==> config.mk <==
export PLATFORM = sky130hd
export DESIGN_NAME = fbrb_blend
export DESIGN_NICKNAME = d
export VERILOG_FILES = /design/src/rtl/core/fbrb_pkg.sv /design/src/rtl/core/fbrb_blend.sv
export SDC_FILE = /design/constraint.sdc
export NUM_CORES = 2
export LEC_CHECK = 0
export BUFFER_PORTS_ARGS = -buffer_cell sky130_fd_sc_hd__buf_4
export CORE_MARGIN = 1.5
export CORE_UTILIZATION = 50
export CTS_BUF_LIST = sky130_fd_sc_hd__clkbuf_8 sky130_fd_sc_hd__clkbuf_16
export DETAILED_ROUTE_END_ITERATION = 10
export PLACE_DENSITY = 0.66
export SLEW_MARGIN = 20
export SYNTH_ARGS = -nofsm -noshare
export SYNTH_HDL_FRONTEND = slang
export SYNTH_SLANG_ARGS = --single-unit
==> constraint.sdc <==
create_clock -name clk -period 17.06 [get_ports clk]
set_clock_uncertainty 0.1 [all_clocks]
set_input_delay 2.559 -clock clk [delete_from_list [all_inputs] [get_ports clk]]
set_output_delay 2.559 -clock clk [all_outputs]
set_load 0.02 [all_outputs]
==> src/rtl/core/fbrb_pkg.sv <==
// shared types, constants and helpers for the frame buffer reduce and blend engine
package fbrb_pkg;

	localparam int MAX_WIDTH  = 256;
	localparam int MAX_HEIGHT = 256;
	localparam int X_W        = $clog2(MAX_WIDTH);
	localparam int Y_W        = $clog2(MAX_HEIGHT);
	localparam int ADDR_W     = X_W + Y_W;

	localparam int STORE_W    = 32;
	localparam int COORD_W    = 16;
	localparam int CLIP_W     = COORD_W + 1;
	localparam int DIM_W      = 9;
	localparam int FUNC_W     = 3;
	localparam int OP_W       = 2;
	localparam int SEG_W      = 2;
	localparam int CFG_IDX_W  = 2;
	localparam int CFG_DATA_W = 9;
	localparam int ALPHA_W    = 17;
	localparam int Q_FRAC     = 16;
	localparam int IA_W       = ALPHA_W + 1;
	localparam int AV_W       = ALPHA_W + STORE_W;
	localparam int PROD_W     = IA_W + STORE_W;
	localparam int MIX_W      = PROD_W + 1;
	localparam int SUM_W      = STORE_W + 2;

	localparam logic [ALPHA_W-1:0] ALPHA_ONE = ALPHA_W'(65536);
	localparam logic signed [STORE_W-1:0] STORE_MAX = {1'b0, {(STORE_W-1){1'b1}}};
	localparam logic signed [STORE_W-1:0] STORE_MIN = {1'b1, {(STORE_W-1){1'b0}}};

	localparam logic [FUNC_W-1:0] FN_POINT   = 3'd0;
	localparam logic [FUNC_W-1:0] FN_BOX     = 3'd1;
	localparam logic [FUNC_W-1:0] FN_OUTLINE = 3'd2;
	localparam logic [FUNC_W-1:0] FN_READ    = 3'd3;
	localparam logic [FUNC_W-1:0] FN_CLEAR   = 3'd4;

	localparam logic [OP_W-1:0] OP_MIN = 2'd0;
	localparam logic [OP_W-1:0] OP_MAX = 2'd1;
	localparam logic [OP_W-1:0] OP_SUM = 2'd2;
	localparam logic [OP_W-1:0] OP_SET = 2'd3;

	localparam logic [SEG_W-1:0] SEG_ROW_LO = 2'd0;
	localparam logic [SEG_W-1:0] SEG_ROW_HI = 2'd1;
	localparam logic [SEG_W-1:0] SEG_COL_LO = 2'd2;
	localparam logic [SEG_W-1:0] SEG_COL_HI = 2'd3;

	localparam logic [CFG_IDX_W-1:0] CFG_WIDTH  = 2'd0;
	localparam logic [CFG_IDX_W-1:0] CFG_HEIGHT = 2'd1;
	localparam logic [CFG_IDX_W-1:0] CFG_OP     = 2'd2;

	typedef struct packed {
		logic [FUNC_W-1:0]         func;
		logic signed [COORD_W-1:0] x_lo;
		logic signed [COORD_W-1:0] x_hi;
		logic signed [COORD_W-1:0] y_lo;
		logic signed [COORD_W-1:0] y_hi;
		logic signed [STORE_W-1:0] value_in;
		logic [ALPHA_W-1:0]        alpha;
		logic [OP_W-1:0]           outline_op;
	} req_t;

	typedef struct packed {
		logic signed [STORE_W-1:0] pixel_value;
		logic                      alpha_out_of_range;
	} rsp_t;

	typedef struct packed {
		logic [DIM_W-1:0] image_width;
		logic [DIM_W-1:0] image_height;
		logic [OP_W-1:0]  reduce_op;
	} cfg_t;

	typedef struct packed {
		logic                      rd_en;
		logic [ADDR_W-1:0]         rd_addr;
		logic                      wr_en;
		logic [ADDR_W-1:0]         wr_addr;
		logic signed [STORE_W-1:0] wr_data;
	} ram_ctl_t;

	typedef struct packed {
		logic            load;
		logic            capture;
		logic [OP_W-1:0] op;
	} blend_ctl_t;

	typedef struct packed {
		logic valid;
		rsp_t rsp;
	} fin_t;

	typedef enum logic [2:0] {
		ST_IDLE,
		ST_SEG,
		ST_RD,
		ST_MUL,
		ST_WR,
		ST_CLR,
		ST_DONE
	} state_t;

	function automatic logic signed [STORE_W-1:0] sat_store(input logic signed [MIX_W-1:0] v);
		logic fits;
		fits = (&v[MIX_W-1:STORE_W-1]) || ~(|v[MIX_W-1:STORE_W-1]);
		if (fits) begin
			sat_store = v[STORE_W-1:0];
		end else if (v[MIX_W-1]) begin
			sat_store = STORE_MIN;
		end else begin
			sat_store = STORE_MAX;
		end
	endfunction

endpackage

==> src/rtl/core/fbrb_blend.sv <==
// blend datapath: weighted mix of value and pixel for min, max, set; sum adds scaled value
module fbrb_blend (
	input  logic                               clk,
	input  fbrb_pkg::blend_ctl_t               ctl,
	input  logic [fbrb_pkg::ALPHA_W-1:0]       alpha,
	input  logic signed [fbrb_pkg::STORE_W-1:0] value_in,
	input  logic signed [fbrb_pkg::STORE_W-1:0] rd_data,
	output logic signed [fbrb_pkg::STORE_W-1:0] new_value
);

	logic signed [fbrb_pkg::AV_W-1:0]    av_q;
	logic signed [fbrb_pkg::IA_W-1:0]    ia_q;
	logic signed [fbrb_pkg::PROD_W-1:0]  prod_s2;
	logic signed [fbrb_pkg::STORE_W-1:0] d_s2;

	logic signed [fbrb_pkg::PROD_W-1:0]  av_full;
	logic signed [fbrb_pkg::IA_W-1:0]    alpha_s;
	logic signed [fbrb_pkg::MIX_W-1:0]   mix;
	logic signed [fbrb_pkg::MIX_W-1:0]   mix_sh;
	logic [fbrb_pkg::SUM_W-1:0]          sum_raw;
	logic signed [fbrb_pkg::MIX_W-1:0]   sum_ext;
	logic signed [fbrb_pkg::STORE_W-1:0] blend_sat;
	logic signed [fbrb_pkg::STORE_W-1:0] sum_sat;

	assign alpha_s = $signed({1'b0, alpha});
	assign av_full = alpha_s * value_in;

	// operands fixed for the whole request
	always_ff @(posedge clk) begin
		if (ctl.load) begin
			av_q <= av_full[fbrb_pkg::AV_W-1:0];
			ia_q <= fbrb_pkg::IA_W'(65536) - alpha_s;
		end
	end

	always_ff @(posedge clk) begin
		if (ctl.capture) begin
			prod_s2 <= ia_q * rd_data;
			d_s2    <= rd_data;
		end
	end

	assign mix    = {{2{av_q[fbrb_pkg::AV_W-1]}}, av_q} + {prod_s2[fbrb_pkg::PROD_W-1], prod_s2};
	assign mix_sh = mix >>> fbrb_pkg::Q_FRAC;

	assign sum_raw = {{2{d_s2[fbrb_pkg::STORE_W-1]}}, d_s2}
		+ {av_q[fbrb_pkg::AV_W-1], av_q[fbrb_pkg::AV_W-1:fbrb_pkg::Q_FRAC]};
	assign sum_ext = {{(fbrb_pkg::MIX_W-fbrb_pkg::SUM_W){sum_raw[fbrb_pkg::SUM_W-1]}}, sum_raw};

	assign blend_sat = fbrb_pkg::sat_store(mix_sh);
	assign sum_sat   = fbrb_pkg::sat_store(sum_ext);

	always_comb begin
		case (ctl.op)
			fbrb_pkg::OP_MIN: new_value = (blend_sat < d_s2) ? blend_sat : d_s2;
			fbrb_pkg::OP_MAX: new_value = (blend_sat > d_s2) ? blend_sat : d_s2;
			fbrb_pkg::OP_SUM: new_value = sum_sat;
			fbrb_pkg::OP_SET: new_value = blend_sat;
			default:          new_value = blend_sat;
		endcase
	end

endmodule

==> out/qor.csv <==
stage;metric;value;unit
finish;diodes;0;
die;num_rows;115;
synth;synth-async-reset-ratio;0;%
run;max-cap-violations;0;
global_route;grt.total_usage;27.8;%
synth;synth_nets;7000;
global_route;grt_pass1_vias;40296;
setup_path;critPathKind;flip-flop to primary output;
drt;dr_total_vias;37153;
clocking;cts_tree;done;
clocking;clk_pin_slew;0.08;ns
clocking;cts_setup_buffers;0;
placed_design;gp_congestion;0.965;
synth;yosysWarnings;0;
global_route;antenna_found_initial;0;
setup_path;crit_arrival;9.11;ns
setup_path;critPathLaunchType;flip-flop;
sta;setup_tns;0;ns
drt;drt_iter0_drc;2736;
sta;fmax;84.9;MHz
finish;syn_to_final_growth;4.65;%
sta;min_period;11.77;ns
synth;postSynthCellCount;5493;
sta;worst_slew_pin_slew;1.18;ns
placed_design;dpl.hpwl;109;mm
sta;finalSetupViolCount;0;
die;initial_core_util;50.3;%
clocking;clkSinkCount;149;
die;coreArea;98300;um^2
finish;fillCellCount;9174;
drt;firstDrtPassIters;6;
synth;ys_ff_latch;149;
setup_path;end_kind;primary output;
global_route;gr-total-overflow;0;
clocking;cts_hold_buf;0;
setup_path;cp_max_fo;22;
synth;synth_area;49500;um^2
sta;slew_headroom;20.4;%
sta;setup_ws;5.29;ns
drt;wirelength;135;mm
sta;rsz0062_at_grt;no;
clocking;cts_buffers;17;
placed_design;place_ws;6.15;ns
drt;postRouteAntennaNets;0;
synth;yosysSeqAreaShare;9.04;%
global_route;grt_pass1_wl;220;mm
die;die_h;318;um
setup_path;cp.required;14.40;ns
global_route;grt_max_degree;67;
hold_path;hp-class;flip-flop to flip-flop;
run_status;outcome;complete, no violations;
synth;synth_enable_flop_cells;149;
drt;drc;0;
sta;final.period_utilization;69.0;%
synth;synth.distinct_cells;90;
sta;drv_slew;0;
synth;syn_area_per_cell;9.01;um^2
drt;routedWlPerCell;20.1;um
clocking;clkLatencyLatePin;0.46;ns
die;dieArea;101000;um^2
synth;ys.flop_type;edfxtp_1;
finish;nets;6912;
sta;finalHoldViolCount;0;
placed_design;io_buffers;117;
clocking;clockBufferDepth;2;
die;fp.dieW;318;um
die;io_pins;118;
drt;via_per_inst;5.54;
finish;drive_above_1_share;4.04;%
clocking;clock-root-buffer;clkbuf_16;
clocking;cts_resized;0;
clocking;htreeDepth;4;
[cells by family after synthesis]
group,after synthesis,synth area share (%)
and+or+nand+nor,1604,15.4
buffers and inverters,1460,11.2
adders and majority gates,1421,52.2
AOI/OAI and AO/OA,686,9.10
xor gates and xnor gates,168,2.97
DFF,149,9.04
muxes,5,0.104
[registers in the layout, summed over array words and instances (netlist names)]
| signal | flops |
|---|---|
| d_s2 | 32 |
| prod_s2 | 50 |
| av_q | 49 |
| ia_q | 18 |
[synth_stat cells (5+ instances only)]
cell	count	area, um^2
fa_1	1070	21400
a21boi_0	11	82.6
a22o_1	5	43.8
o21ai_0	133	666
a21oi_1	206	1030
inv_1	1209	4540
nor3_1	31	155
o21bai_1	34	255
nand4_1	33	206
nand3_1	40	200
and4_1	7	61.3
buf_1	5	18.8
a221oi_1	12	105
a31oi_1	12	75.1
o21a_1	32	240
nand2b_1	38	238
and2_1	400	2500
nor4_1	12	75.1
o31ai_1	15	113
o31a_1	7	61.3
buf_2	9	45.0
o211ai_1	16	120
clkbuf_1	227	852
or3_1	9	56.3
a2111oi_0	5	43.8
o22ai_1	12	75.1
a21o_1	72	541
nor2_1	138	518
xnor2_1	115	1010
xor2_1	53	464
a211oi_1	24	180
and3_1	26	163
nand2_1	818	3070
or2_2	5	31.3
edfxtp_1	149	4470
nor2b_1	21	131
a21bo_2	10	100
a211o_1	11	96.3
ha_1	351	4390
or4_1	8	60.1
[path summary, 6_finish.rpt]
check | start | endpoint | slack, ns | cells past startpoint
max | av_q[1] | new_value[15] | 5.29 | 25
min | ia_q[0] | prod_s2[0] | 0.89 | 2
max reg2reg | ia_q[3] | prod_s2[49] | 9.03 | 24
min reg2reg | ia_q[0] | prod_s2[0] | 0.89 | 2
[placed cells by master, fill, tap and decap left out, types with 11 or more instances in the layout]
cell / instances
and2_1: 400
fa_1: 1070
o31ai_1: 15
o211ai_1: 16
a21boi_0: 11
buf_4: 143
and3_1: 26
nor2_1: 138
edfxtp_1: 149
nand3_1: 40
o21a_1: 32
nor2b_1: 21
a211oi_1: 24
xnor2_1: 115
nor4_1: 12
ha_1: 351
nand2b_1: 38
a31oi_1: 12
a211o_1: 11
nand2_1: 818
a21o_1: 72
xor2_1: 53
clkbuf_16: 17
o22ai_1: 12
o21ai_0: 133
nor3_1: 31
o21bai_1: 34
nand4_1: 33
a21oi_1: 206
inv_1: 1209
a221oi_1: 12
[metal layers]
metal | vias to the layer above | wire, um | track usage (%)
met3 | 239 | 6490 | 2.71
met5 | - | 0 | 0
met1 | 19218 | 56200 | 36.3
met4 | 0 | 4820 | 9.37
met2 | 1098 | 67200 | 48.5
li1 | 16598 | - | -
[critical path: stages (launching register included)]
cell	delay, ns
edfxtp_1	0.37
ha_1	0.29
nand3_1	0.07
a22oi_1	0.39
a211oi_1	0.19
o41ai_2	0.63
nand3_1	0.28
a31o_1	0.32
and3_1	0.23
nor4_1	0.47
or2_1	0.69
a21oi_1	0.15
ha_1	0.35
nand4_1	0.10
nor2_1	0.29
nand2_1	0.14
o41ai_1	0.52
nor4_2	0.17
mux2_2	0.28
a21oi_2	0.11
a21oi_1	0.16
buf_4	0.27
and2_0	0.84
nor2_1	0.07
o31ai_1	0.96
buf_4	0.29
[final cells by class]
cell class / instances / area (um^2) / share of cell area, %
clock buffer: 17 / 425 / 0.822
timing repair buffer: 143 / 1070 / 2.07
clock inverter: 15 / 175 / 0.338
tap: 1287 / 1610 / 3.11
multi-input combinational: 3884 / 39500 / 76.2
inverter: 1210 / 4540 / 8.77
sequential: 149 / 4470 / 8.64
[per-stage QoR]
stage / std cells / hold WS, ns / util (%) / instance area [um^2]
detailed placement: 6673 / 0.880 / 52.1 / 51200
finish: 6705 / 0.888 / 52.7 / 51800
CTS: 6705 / 0.897 / 52.7 / 51800
floorplan: 5493 / 0.483 / - / 49500
global route: 6705 / 0.936 / 52.7 / 51800
global placement: 6673 / 0.861 / 52.1 / 51200
Power is left out: the tool's default activity adds up to more than one toggle a clock period on the data nets, which glitch-free logic cannot reach.
