<file path="config.mk">
export PLATFORM = sky130hd
export DESIGN_NAME = fbrb_seq
export DESIGN_NICKNAME = d
export VERILOG_FILES = /design/src/rtl/core/fbrb_pkg.sv /design/src/rtl/core/fbrb_seq.sv
export SDC_FILE = /design/constraint.sdc
export NUM_CORES = 1
export LEC_CHECK = 0
export ABC_AREA = 1
export BUFFER_PORTS_ARGS = -buffer_cell sky130_fd_sc_hd__buf_2
export CAP_MARGIN = 10
export CORE_MARGIN = 2
export CORE_UTILIZATION = 40
export CTS_CLUSTER_SIZE = 8
export DETAILED_ROUTE_END_ITERATION = 8
export GPL_ROUTABILITY_DRIVEN = 0
export PLACE_DENSITY = 0.65
export SETUP_SLACK_MARGIN = 0.02
export SYNTH_ARGS = -nofsm -noshare
export SYNTH_HDL_FRONTEND = slang
export SYNTH_SLANG_ARGS = --single-unit
</file>
<file path="constraint.sdc">
create_clock -name clk -period 8.1 [get_ports clk]
set_input_delay 0.81 -clock clk [delete_from_list [all_inputs] [get_ports clk]]
set_output_delay 0.81 -clock clk [all_outputs]
set_load 0.05 [all_outputs]
</file>
<file path="src/rtl/core/fbrb_pkg.sv">
// shared types, constants and helpers for the frame buffer reduce and blend engine
package fbrb_pkg;

	localparam int MAX_WIDTH  = 256;
	localparam int MAX_HEIGHT = 256;
	localparam int X_W        = $clog2(MAX_WIDTH);
	localparam int Y_W        = $clog2(MAX_HEIGHT);
	localparam int ADDR_W     = X_W + Y_W;

	localparam int STORE_W    = 32;
	localparam int COORD_W    = 16;
	localparam int CLIP_W     = COORD_W + 1;
	localparam int DIM_W      = 9;
	localparam int FUNC_W     = 3;
	localparam int OP_W       = 2;
	localparam int SEG_W      = 2;
	localparam int CFG_IDX_W  = 2;
	localparam int CFG_DATA_W = 9;
	localparam int ALPHA_W    = 17;
	localparam int Q_FRAC     = 16;
	localparam int IA_W       = ALPHA_W + 1;
	localparam int AV_W       = ALPHA_W + STORE_W;
	localparam int PROD_W     = IA_W + STORE_W;
	localparam int MIX_W      = PROD_W + 1;
	localparam int SUM_W      = STORE_W + 2;

	localparam logic [ALPHA_W-1:0] ALPHA_ONE = ALPHA_W'(65536);
	localparam logic signed [STORE_W-1:0] STORE_MAX = {1'b0, {(STORE_W-1){1'b1}}};
	localparam logic signed [STORE_W-1:0] STORE_MIN = {1'b1, {(STORE_W-1){1'b0}}};

	localparam logic [FUNC_W-1:0] FN_POINT   = 3'd0;
	localparam logic [FUNC_W-1:0] FN_BOX     = 3'd1;
	localparam logic [FUNC_W-1:0] FN_OUTLINE = 3'd2;
	localparam logic [FUNC_W-1:0] FN_READ    = 3'd3;
	localparam logic [FUNC_W-1:0] FN_CLEAR   = 3'd4;

	localparam logic [OP_W-1:0] OP_MIN = 2'd0;
	localparam logic [OP_W-1:0] OP_MAX = 2'd1;
	localparam logic [OP_W-1:0] OP_SUM = 2'd2;
	localparam logic [OP_W-1:0] OP_SET = 2'd3;

	localparam logic [SEG_W-1:0] SEG_ROW_LO = 2'd0;
	localparam logic [SEG_W-1:0] SEG_ROW_HI = 2'd1;
	localparam logic [SEG_W-1:0] SEG_COL_LO = 2'd2;
	localparam logic [SEG_W-1:0] SEG_COL_HI = 2'd3;

	localparam logic [CFG_IDX_W-1:0] CFG_WIDTH  = 2'd0;
	localparam logic [CFG_IDX_W-1:0] CFG_HEIGHT = 2'd1;
	localparam logic [CFG_IDX_W-1:0] CFG_OP     = 2'd2;

	typedef struct packed {
		logic [FUNC_W-1:0]         func;
		logic signed [COORD_W-1:0] x_lo;
		logic signed [COORD_W-1:0] x_hi;
		logic signed [COORD_W-1:0] y_lo;
		logic signed [COORD_W-1:0] y_hi;
		logic signed [STORE_W-1:0] value_in;
		logic [ALPHA_W-1:0]        alpha;
		logic [OP_W-1:0]           outline_op;
	} req_t;

	typedef struct packed {
		logic signed [STORE_W-1:0] pixel_value;
		logic                      alpha_out_of_range;
	} rsp_t;

	typedef struct packed {
		logic [DIM_W-1:0] image_width;
		logic [DIM_W-1:0] image_height;
		logic [OP_W-1:0]  reduce_op;
	} cfg_t;

	typedef struct packed {
		logic                      rd_en;
		logic [ADDR_W-1:0]         rd_addr;
		logic                      wr_en;
		logic [ADDR_W-1:0]         wr_addr;
		logic signed [STORE_W-1:0] wr_data;
	} ram_ctl_t;

	typedef struct packed {
		logic            load;
		logic            capture;
		logic [OP_W-1:0] op;
	} blend_ctl_t;

	typedef struct packed {
		logic valid;
		rsp_t rsp;
	} fin_t;

	typedef enum logic [2:0] {
		ST_IDLE,
		ST_SEG,
		ST_RD,
		ST_MUL,
		ST_WR,
		ST_CLR,
		ST_DONE
	} state_t;

	function automatic logic signed [STORE_W-1:0] sat_store(input logic signed [MIX_W-1:0] v);
		logic fits;
		fits = (&v[MIX_W-1:STORE_W-1]) || ~(|v[MIX_W-1:STORE_W-1]);
		if (fits) begin
			sat_store = v[STORE_W-1:0];
		end else if (v[MIX_W-1]) begin
			sat_store = STORE_MIN;
		end else begin
			sat_store = STORE_MAX;
		end
	endfunction

endpackage

</file>
<file path="src/rtl/core/fbrb_seq.sv">
// command sequencer: clips segments, walks pixels, drives read-modify-write and clear sweeps
module fbrb_seq (
	input  logic                                clk,
	input  logic                                arst_n,
	input  logic                                req_valid,
	output logic                                req_stall,
	input  fbrb_pkg::req_t                      req_data,
	input  fbrb_pkg::cfg_t                      cfg,
	input  logic signed [fbrb_pkg::STORE_W-1:0] rd_data,
	input  logic signed [fbrb_pkg::STORE_W-1:0] new_value,
	output fbrb_pkg::ram_ctl_t                  ram,
	output fbrb_pkg::blend_ctl_t                bctl,
	output fbrb_pkg::fin_t                      fin,
	input  logic                                fin_take
);

	fbrb_pkg::state_t state_q, state_d;

	logic [fbrb_pkg::FUNC_W-1:0]         func_q;
	logic signed [fbrb_pkg::COORD_W-1:0] xl_q, xh_q, yl_q, yh_q;
	logic [fbrb_pkg::OP_W-1:0]           op_q;
	logic                                flag_q;
	logic signed [fbrb_pkg::STORE_W-1:0] pix_q;
	logic signed [fbrb_pkg::STORE_W-1:0] fill_q;
	logic [fbrb_pkg::SEG_W-1:0]          seg_q;
	logic [fbrb_pkg::X_W-1:0]            x_q, xs_q, xe_q;
	logic [fbrb_pkg::Y_W-1:0]            y_q, ye_q;
	logic [fbrb_pkg::ADDR_W-1:0]         clr_q;

	logic signed [fbrb_pkg::COORD_W-1:0] xa, xb, ya, yb;
	logic signed [fbrb_pkg::COORD_W-1:0] xmin, xmax, ymin, ymax;
	logic signed [fbrb_pkg::CLIP_W-1:0]  xa_e, xb_e, ya_e, yb_e;
	logic signed [fbrb_pkg::CLIP_W-1:0]  xlo, xhi, ylo, yhi, wlim, hlim;
	logic [fbrb_pkg::DIM_W-1:0]          weff, heff;
	logic                                seg_empty, seg_last, row_end, seg_end;
	logic [fbrb_pkg::ADDR_W-1:0]         pix_addr;
	logic signed [fbrb_pkg::STORE_W-1:0] fill_d;

	assign xmin = (xl_q < xh_q) ? xl_q : xh_q;
	assign xmax = (xl_q < xh_q) ? xh_q : xl_q;
	assign ymin = (yl_q < yh_q) ? yl_q : yh_q;
	assign ymax = (yl_q < yh_q) ? yh_q : yl_q;

	// segment bounds before clipping
	always_comb begin
		xa = xl_q;
		xb = xl_q;
		ya = yl_q;
		yb = yl_q;
		case (func_q)
			fbrb_pkg::FN_BOX: begin
				xb = xh_q;
				yb = yh_q;
			end
			fbrb_pkg::FN_OUTLINE: begin
				case (seg_q)
					fbrb_pkg::SEG_ROW_LO: begin
						xa = xmin;
						xb = xmax;
					end
					fbrb_pkg::SEG_ROW_HI: begin
						xa = xmin;
						xb = xmax;
						ya = yh_q;
						yb = yh_q;
					end
					fbrb_pkg::SEG_COL_LO: begin
						ya = ymin;
						yb = ymax;
					end
					fbrb_pkg::SEG_COL_HI: begin
						xa = xh_q;
						xb = xh_q;
						ya = ymin;
						yb = ymax;
					end
					default: begin
						xa = xl_q;
					end
				endcase
			end
			default: begin
				xa = xl_q;
			end
		endcase
	end

	assign weff = (cfg.image_width > fbrb_pkg::DIM_W'(fbrb_pkg::MAX_WIDTH))
		? fbrb_pkg::DIM_W'(fbrb_pkg::MAX_WIDTH) : cfg.image_width;
	assign heff = (cfg.image_height > fbrb_pkg::DIM_W'(fbrb_pkg::MAX_HEIGHT))
		? fbrb_pkg::DIM_W'(fbrb_pkg::MAX_HEIGHT) : cfg.image_height;
	assign wlim = fbrb_pkg::CLIP_W'(weff) - fbrb_pkg::CLIP_W'(1);
	assign hlim = fbrb_pkg::CLIP_W'(heff) - fbrb_pkg::CLIP_W'(1);

	assign xa_e = {xa[fbrb_pkg::COORD_W-1], xa};
	assign xb_e = {xb[fbrb_pkg::COORD_W-1], xb};
	assign ya_e = {ya[fbrb_pkg::COORD_W-1], ya};
	assign yb_e = {yb[fbrb_pkg::COORD_W-1], yb};

	assign xlo = xa_e[fbrb_pkg::CLIP_W-1] ? '0 : xa_e;
	assign ylo = ya_e[fbrb_pkg::CLIP_W-1] ? '0 : ya_e;
	assign xhi = (xb_e > wlim) ? wlim : xb_e;
	assign yhi = (yb_e > hlim) ? hlim : yb_e;

	assign seg_empty = (xlo > xhi) || (ylo > yhi);
	assign seg_last  = (func_q != fbrb_pkg::FN_OUTLINE) || (seg_q == fbrb_pkg::SEG_COL_HI);
	assign row_end   = (x_q == xe_q);
	assign seg_end   = row_end && (y_q == ye_q);
	assign pix_addr  = {y_q, x_q};

	always_comb begin
		case (cfg.reduce_op)
			fbrb_pkg::OP_MIN: fill_d = fbrb_pkg::STORE_MAX;
			fbrb_pkg::OP_MAX: fill_d = fbrb_pkg::STORE_MIN;
			default:          fill_d = '0;
		endcase
	end

	always_ff @(posedge clk or negedge arst_n) begin
		if (!arst_n) begin
			state_q <= fbrb_pkg::ST_IDLE;
		end else begin
			state_q <= state_d;
		end
	end

	always_comb begin
		state_d                     = state_q;
		req_stall                   = 1'b1;
		ram.rd_en                   = 1'b0;
		ram.rd_addr                 = pix_addr;
		ram.wr_en                   = 1'b0;
		ram.wr_addr                 = pix_addr;
		ram.wr_data                 = new_value;
		bctl.load                   = 1'b0;
		bctl.capture                = 1'b0;
		bctl.op                     = op_q;
		fin.valid                   = 1'b0;
		fin.rsp.pixel_value         = pix_q;
		fin.rsp.alpha_out_of_range  = flag_q;
		case (state_q)
			fbrb_pkg::ST_IDLE: begin
				req_stall = 1'b0;
				bctl.load = req_valid;
				if (req_valid) begin
					case (req_data.func)
						fbrb_pkg::FN_POINT,
						fbrb_pkg::FN_BOX,
						fbrb_pkg::FN_OUTLINE,
						fbrb_pkg::FN_READ:  state_d = fbrb_pkg::ST_SEG;
						fbrb_pkg::FN_CLEAR: state_d = fbrb_pkg::ST_CLR;
						default:            state_d = fbrb_pkg::ST_DONE;
					endcase
				end
			end
			fbrb_pkg::ST_SEG: begin
				if (!seg_empty) begin
					state_d = fbrb_pkg::ST_RD;
				end else if (seg_last) begin
					state_d = fbrb_pkg::ST_DONE;
				end
			end
			fbrb_pkg::ST_RD: begin
				ram.rd_en = 1'b1;
				state_d   = fbrb_pkg::ST_MUL;
			end
			fbrb_pkg::ST_MUL: begin
				bctl.capture = 1'b1;
				state_d = (func_q == fbrb_pkg::FN_READ) ? fbrb_pkg::ST_DONE : fbrb_pkg::ST_WR;
			end
			fbrb_pkg::ST_WR: begin
				ram.wr_en = 1'b1;
				if (!seg_end) begin
					state_d = fbrb_pkg::ST_RD;
				end else if (seg_last) begin
					state_d = fbrb_pkg::ST_DONE;
				end else begin
					state_d = fbrb_pkg::ST_SEG;
				end
			end
			fbrb_pkg::ST_CLR: begin
				ram.wr_en   = 1'b1;
				ram.wr_addr = clr_q;
				ram.wr_data = fill_q;
				if (&clr_q) begin
					state_d = fbrb_pkg::ST_DONE;
				end
			end
			fbrb_pkg::ST_DONE: begin
				fin.valid = 1'b1;
				if (fin_take) begin
					state_d = fbrb_pkg::ST_IDLE;
				end
			end
			default: begin
				state_d = fbrb_pkg::ST_IDLE;
			end
		endcase
	end

	always_ff @(posedge clk) begin
		case (state_q)
			fbrb_pkg::ST_IDLE: begin
				if (req_valid) begin
					func_q <= req_data.func;
					xl_q   <= req_data.x_lo;
					xh_q   <= req_data.x_hi;
					yl_q   <= req_data.y_lo;
					yh_q   <= req_data.y_hi;
					op_q   <= (req_data.func == fbrb_pkg::FN_OUTLINE)
						? req_data.outline_op : cfg.reduce_op;
					flag_q <= (req_data.func <= fbrb_pkg::FN_OUTLINE)
						&& (req_data.alpha > fbrb_pkg::ALPHA_ONE);
					pix_q  <= '0;
					fill_q <= fill_d;
					seg_q  <= fbrb_pkg::SEG_ROW_LO;
					clr_q  <= '0;
				end
			end
			fbrb_pkg::ST_SEG: begin
				if (seg_empty) begin
					seg_q <= seg_q + 1'b1;
				end else begin
					x_q  <= xlo[fbrb_pkg::X_W-1:0];
					xs_q <= xlo[fbrb_pkg::X_W-1:0];
					xe_q <= xhi[fbrb_pkg::X_W-1:0];
					y_q  <= ylo[fbrb_pkg::Y_W-1:0];
					ye_q <= yhi[fbrb_pkg::Y_W-1:0];
				end
			end
			fbrb_pkg::ST_MUL: begin
				if (func_q == fbrb_pkg::FN_READ) begin
					pix_q <= rd_data;
				end
			end
			fbrb_pkg::ST_WR: begin
				if (seg_end) begin
					seg_q <= seg_q + 1'b1;
				end else if (row_end) begin
					y_q <= y_q + 1'b1;
					x_q <= xs_q;
				end else begin
					x_q <= x_q + 1'b1;
				end
			end
			fbrb_pkg::ST_CLR: begin
				clr_q <= clr_q + 1'b1;
			end
			default: begin
				clr_q <= clr_q;
			end
		endcase
	end

endmodule

</file>
==> results of run 1 <==
-- logic make-up (layout without fill, tap and decap cells) --
kind of cell / count (synthesis) / count (layout) / synth area share [%]
AND/OR/NAND/NOR: 717 / 717 / 23.7
AO/OA/AOI/OAI: 327 / 327 / 15.8
buffers and inverters: 300 / 561 / 9.72
flip-flops: 165 / 165 / 38.8
adder cells (fa/ha/maj): 101 / 101 / 9.92
XOR/XNOR: 29 / 29 / 1.99
multiplexers: 1 / 1 / 0.0884
other: 0 / 1 / 0
-- Yosys cell counts (all sizes together) --
master,number
nor4,14
edfxtp,162
nand3,88
a21oi,73
o2111ai,2
o221ai,4
or2,13
a21boi,2
a221oi,2
nand3b,2
a31oi,31
nor3,21
a311oi,6
dfrtp,3
nand2,435
o22ai,1
mux2,1
nand4,15
o211ai,76
a21o,4
o21ai,116
xor2,19
nor2,129
xnor2,10
o21a,5
buf,36
inv,232
o21bai,1
a211oi,3
clkbuf,32
a41oi,1
ha,101
-- metal layers --
metal / GRT usage, % / share of wire [%] / up-vias
met5: 0 / 0 / -
met4: 6.97 / 1.9 / 0
met3: 3.47 / 7.2 / 46
met2: 37.3 / 47 / 505
met1: 29.3 / 44 / 5601
li1: - / - / 6073
-- registers in the layout, summed over array words and instances (netlist names), 8 cells and up --
register,flops
yl_q,16
xh_q,16
xe_q,8
ye_q,8
clr_q,16
xs_q,8
pix_q,32
xl_q,16
x_q,8
y_q,8
yh_q,16
-- where the power goes --
| group | total, mW | internal, mW | switching (mW) |
|---|---|---|---|
| Sequential | 1.42 | 1.24 | 0.182 |
| Combinational | 3.10 | 0.888 | 2.22 |
| Clock | 0.842 | 0.465 | 0.377 |
-- worst min-delay path by stage --
stage          startpoint    endpoint  cells past startpoint
2_1_floorplan      arst_n  state_q[0]                      0
3_3_place_gp      xs_q[0]      x_q[0]                      2
3_5_place_dp      xs_q[4]      x_q[4]                      2
4_1_cts            arst_n  state_q[2]                      1
5_1_grt            arst_n  state_q[2]                      1
6_report           arst_n  state_q[2]                      1
-- placed cells by master (no fill, tap or decap), types with 3 or more instances in the layout --
master / netlist / layout
a31oi_1: 31 / 31
o21a_1: 4 / 4
clkbuf_16: 0 / 17
nor3_2: 3 / 5
xor2_1: 19 / 19
or2_2: 13 / 13
edfxtp_1: 162 / 162
dfrtp_1: 3 / 3
xnor2_1: 10 / 10
nor2_2: 3 / 4
inv_1: 219 / 219
nand2_2: 11 / 11
nor4_1: 13 / 13
inv_2: 13 / 13
nor2_1: 126 / 124
ha_1: 101 / 101
inv_6: 0 / 6
o211ai_1: 76 / 76
a311oi_1: 4 / 4
nand3_1: 87 / 87
o21ai_2: 6 / 6
buf_2: 20 / 278
nand4_1: 14 / 14
buf_4: 3 / 18
o21ai_1: 24 / 25
nor3_1: 18 / 16
a21oi_1: 72 / 72
o221ai_1: 3 / 3
a21o_1: 4 / 4
o21ai_0: 86 / 85
nand2_1: 423 / 423
-- final cells by class --
cell class	instances	area [µm²]
antenna	1	2.50
clock buffer	19	433
clock inverter	13	159
fill	3118	16400
inverter	232	871
multi-input combinational	1175	6580
sequential	165	4940
tap	402	503
timing repair buffer	297	1550
-- stage by stage --
| stage | util [%] | hold slack [ns] | instances | worst slack, ns |
|---|---|---|---|---|
| 4_1_cts | 47.7 | 0.127 | 2303 | 1.32 |
| 5_1_grt | 47.8 | 0.135 | 2304 | 0.627 |
| 3_5_place_dp | 45.9 | 0.539 | 2271 | 1.35 |
| 6_report | 47.8 | 0.147 | 2304 | 1.24 |
| 3_3_place_gp | 45.9 | 0.533 | 2271 | 1.47 |
| 2_1_floorplan | - | 0.514 | 1640 | 1.81 |
-- critical path: cells and delay by family (launching register included) --
kind,cells,cell delay (ns)
adder cells (fa/ha/maj),3,0.86
buffers and inverters,6,1.18
XOR/XNOR,1,0.11
AND/OR/NAND/NOR,21,2.75
AO/OA/AOI/OAI,9,1.20
flip-flops,1,0.41
==> impl_metrics.csv, run 1 <==
group,metric,value,unit
critical_path,crit_required,8.25,ns
critical_path,end_kind,"flip-flop",
power,irDropWorstVdd,0.000210,V
sta,rsz0062_at_grt,"false",
critical_path,rr_startpoint,"yh_q[9]",
power,p_total,5.37,mW
drt,vias_per_cell,5.31,
drt,drt_iter0_drc,1119,
grt,grt_pass1_wl,58600,µm
sta,final_max_slew_viol_count,0,
run_status,status,"completed",
sta,clock_skew,0.0142,ns
sta,setup_tns,0,ns
logic_synthesis,syn_inst,1640,
logic_synthesis,synth_top_area_cell,"edfxtp_1",
floorplan,initial_utilization,40.5,%
drt,finalWirelength,37100,µm
placed_design,port_buffers,278,
logic_synthesis,syn-num-nets,1947,
sta,maxSlewHeadroom,30.9,%
sta,setup_viol_count_final,0,
logic_synthesis,netlist.area_leader.share,38.2,%
critical_path,worstPathMaxFanout,34,
power,power.density,357,mW/mm²
critical_path,r2r_slack,1.24,ns
clocking,htree_levels,4,
floorplan,die_area,0.0333,mm²
critical_path,reg2reg_to,"y_q[3]",
sta,clock.fmax,146,MHz
logic_synthesis,synth_cell_types,51,
clocking,clk_latency,0.45,ns
floorplan,pin_count,311,
clocking,cts_root_buf,"clkbuf_16",
logic_synthesis,synth-seq-cells,165,
clocking,cts_tree,"yes",
critical_path,endpoint,"y_q[3]",
logic_synthesis,syn_area,0.0127,mm²
drt,wl_per_cell,16.1,µm
critical_path,arrival,7.01,ns
clocking,holdBufCountCts,0,
sta,fin_crit,6.86,ns
critical_path,slowest_delay,0.41,ns
clocking,clk_pin_slew,0.07,ns
finish,stdcell_area,0.0150,mm²
critical_path,startpoint,"yh_q[9]",
floorplan,die-height,182,µm
finish,layout-area-overhead-vs-synth,18.0,%
grt,overflow,0,
logic_synthesis,synth_warnings,0,
floorplan,die_x,182,µm
clocking,numCtsBuffers,17,
drt,vias,12200,
clocking,cts_sinks,165,
sta,tightestPinTransition,1.04,ns
critical_path,cp_common_cell,"nand2_1",
placed_design,dpl.hpwl,28300,µm
logic_synthesis,synth.area.top_cells,"edfxtp_1 (38%), nand2_1 (12%), ha_1 (9.9%)",
grt,grt_pass1_vias,11400,
clocking,post_cts_buffers,0,
worst_hold_path,hold_class,"primary input to asynchronous set/reset pin",
drt,drc_errors,0,
drt,antenna_left,0,
finish,fin_nets,2195,
critical_path,critical_path_class,"flip-flop to flip-flop",
job,maxCapViolCount,0,
finish,drive_gt1_share,20.6,%
power,leakagePower,7.17,nW
critical_path,reg2reg_depth,40,
critical_path,crit_path_start_kind,"flip-flop",
drt,firstDrtPassIters,6,
logic_synthesis,yosysSeqAreaShare,38.8,%
logic_synthesis,synth_area_per_cell,7.76,µm²
sta,post-route-period-util,84.7,%
clocking,clk_path_buf_depth,2,
grt,track_usage,22.2,%
placed_design,dpl_cell_area,0.0144,mm²
critical_path,slowest_stage,"edfxtp_1",
grt,grt_max_degree,53,
floorplan,num_rows,65,
sta,final-hold-violation-count,0,
floorplan,coreArea,0.0315,mm²
grt,antenna_found_initial,1,
clocking,cts_resized,0,
Note: power is estimated with default switching activity, not from simulation.
==> run 2: changes to the inputs <==
- ABC_AREA: 1 -> 0
- PLACE_DENSITY: 0.65 -> 0.66
- clock period: 8.1 -> 7.1 ns (I/O delays scaled with it)
==> impl_metrics.csv, run 2 <==
group,metric,value,unit
sta,post-route-period-util,97.1,%
clocking,holdBufCountCts,0,
logic_synthesis,netlist.area_leader.share,42.7,%
finish,final_cells,1877,
sta,fin_crit,6.89,ns
finish,seq_area,0.00494,mm²
power,irDropWorstVdd,0.000155,V
sta,setup_viol_count_final,0,
drt,wl_per_cell,17.7,µm
logic_synthesis,synth_area_per_cell,9.56,µm²
critical_path,crit_path_start_kind,"flip-flop",
floorplan,num_rows,61,
power,internal-power,2.67,mW
run_status,status,"completed",
finish,multi_input_area,0.00608,mm²
finish,final_common_cell,"buf_2",
critical_path,startpoint,"xl_q[5]",
logic_synthesis,syn_area,0.0114,mm²
power,power.density,356,mW/mm²
clocking,cts_root_buf,"clkbuf_16",
finish,n_antenna_cell,0,
sta,clock_skew,0.0128,ns
logic_synthesis,yosysMostFrequentCell,"nand2_1",
logic_synthesis,syn_inst,1191,
finish,drive_gt1_share,27.4,%
power,p_sw,2.38,mW
logic_synthesis,synth_cell_types,65,
placed_design,dp.cells,1845,
grt,track_usage,21.8,%
drt,vias_per_cell,5.56,
power,leakagePower,6.29,nW
grt,grt_pass1_vias,9810,
clocking,clk_pin_slew,0.08,ns
logic_synthesis,synth-seq-cells,165,
critical_path,arrival,7.09,ns
logic_synthesis,ys.flop_type,"edfxtp_1",
worst_hold_path,hold_class,"primary input to asynchronous set/reset pin",
finish,layout-area-overhead-vs-synth,24.6,%
job,maxCapViolCount,0,
sta,setup_slack,0.209,ns
grt,overflow,0,
placed_design,dpl_cell_area,0.0135,mm²
floorplan,pin_count,311,
power,p_comb_share,50.7,%
sta,setup_tns,0,ns
placed_design,pre_cts_slack,0.0360,ns
drt,finalWirelength,33200,µm
sta,clock.fmax,145,MHz
power,seqPwrFrac,30.4,%
logic_synthesis,yosys-top-cells-count,"nand2_1 (175), edfxtp_1 (162), ha_1 (101)",
sta,maxSlewHeadroom,38.4,%
floorplan,die-height,173,µm
grt,grt_max_degree,47,
critical_path,slowest_delay,0.56,ns
floorplan,initial_utilization,40.8,%
sta,final_max_slew_viol_count,0,
grt,grt_pass1_wl,52100,µm
floorplan,die_area,0.0298,mm²
drt,antenna_left,0,
critical_path,worstPathMaxFanout,10,
finish,stdcell_area,0.0142,mm²
clocking,numCtsBuffers,17,
clocking,htree_levels,4,
drt,drc_errors,0,
clocking,clk_path_buf_depth,2,
sta,final-hold-violation-count,0,
power,p_total,5.05,mW
clocking,cts_sinks,165,
critical_path,critical_path_class,"flip-flop to flip-flop",
critical_path,rr_startpoint,"xl_q[5]",
logic_synthesis,synth_edf_count,162,
sta,tightestPinTransition,0.922,ns
power,switching_share,47.2,%
critical_path,crit_required,7.30,ns
logic_synthesis,synth_warnings,0,
finish,largest_register_ffs,32,
critical_path,end_kind,"flip-flop",
drt,firstDrtPassIters,6,
power,p_clk_share,18.9,%
logic_synthesis,synth_top_area_cell,"edfxtp_1",
placed_design,port_buffers,278,
floorplan,die_x,173,µm
drt,vias,10400,
placed_design,dpl.hpwl,25300,µm
grt,antenna_found_initial,2,
floorplan,coreArea,0.0279,mm²
logic_synthesis,yosysSeqAreaShare,43.4,%
finish,fin_nets,1793,
critical_path,slowest_stage,"or4_1",
clocking,cts_tree,"yes",
finish,final_cell_mix,"buf_2 (278), nand2_1 (174), edfxtp_1 (162), ha_1 (100), nor2_1 (97)",
finish,regMostFlops,"pix_q",
clocking,clk_latency,0.44,ns
logic_synthesis,async_flop_share,1.82,%
finish,nFillCells,2558,
critical_path,reg2reg_depth,25,
drt,drt_iter0_drc,928,
logic_synthesis,syn-num-nets,1498,
logic_synthesis,synth.area.top_cells,"edfxtp_1 (43%), ha_1 (11%), nand2_1 (5.8%)",
==> run 2: cell types whose count changed in the layout (fill, tap and decap cells not counted), sizes merged, moves of 50 or more <==
cell / change
a22oi: +50
inv: -173
nand2: -259
nand3: -61
o211ai: -68
o21ai: -54
==> run 2: final cells by class <==
cell class / count / area share, %
clock buffer: 17 / 3.00
clock inverter: 15 / 1.30
inverter: 61 / 1.70
multi-input combinational: 908 / 42.9
sequential: 165 / 34.8
tap: 378 / 3.33
timing repair buffer: 333 / 13.0
==> run 2: per-stage QoR <==
step | utilization (%) | hold slack, ns
4_1_cts | 50.5 | 0.0449
3_3_place_gp | 48.3 | 0.508
3_5_place_dp | 48.3 | 0.508
2_1_floorplan | - | 0.414
6_report | 50.8 | 0.0529
5_1_grt | 50.8 | 0.0363
==> run 2: what timing repair did <==
action                                  in CTS  in global routing
buffers inserted                             0                  0
gates resized for setup                      1                 23
pin swaps                                    0                  5
cloned                                       0                  0
endpoints found under the setup margin      18                 45
hold endpoints to repair                     0                  0
==> run 2: per-layer routing <==
metal	wire, µm	global-route usage, %
met1	14300	28.0
met2	15900	36.7
met3	2150	4.05
met4	906	7.73
met5	23	0
==> run 2: kinds of logic after synthesis <==
family | Yosys count | share of synthesized area [%]
AND/OR/NAND/NOR | 447 | 18.5
XOR/XNOR | 50 | 3.84
adder cells (fa/ha/maj) | 101 | 11.1
flip-flops | 165 | 43.4
AO/OA/AOI/OAI | 288 | 17.1
multiplexers | 22 | 2.03
buffers and inverters | 118 | 4.13
==> run 2: power groups by stage <==
stage	Clock, mW	Combinational, mW	Sequential, mW
floorplan	0	1.56	1.74
global placement	0	2.44	1.55
detailed placement	0	2.49	1.56
CTS	0.973	2.51	1.53
global route	1.02	2.77	1.57
finish	0.955	2.56	1.54
==> run 2: critical path, delay by kind of cell, from the launching register on <==
family | cells | cell delay [ns]
flops | 1 | 0.41
simple gates | 7 | 2.04
fa+ha+maj | 3 | 0.79
buf+inv | 3 | 0.40
mux | 1 | 0.34
compound gates | 11 | 2.67
==> run 2: worst paths after layout <==
check	to	slack, ns
max in group asynchronous	state_q[2]	6.95
worst min-delay path	state_q[0]	0.05
worst min register to register	x_q[0]	0.64
min in group clk	yh_q[0]	0.44
worst max-delay path	seg_q[1]	0.21
worst max register to register	seg_q[1]	0.21
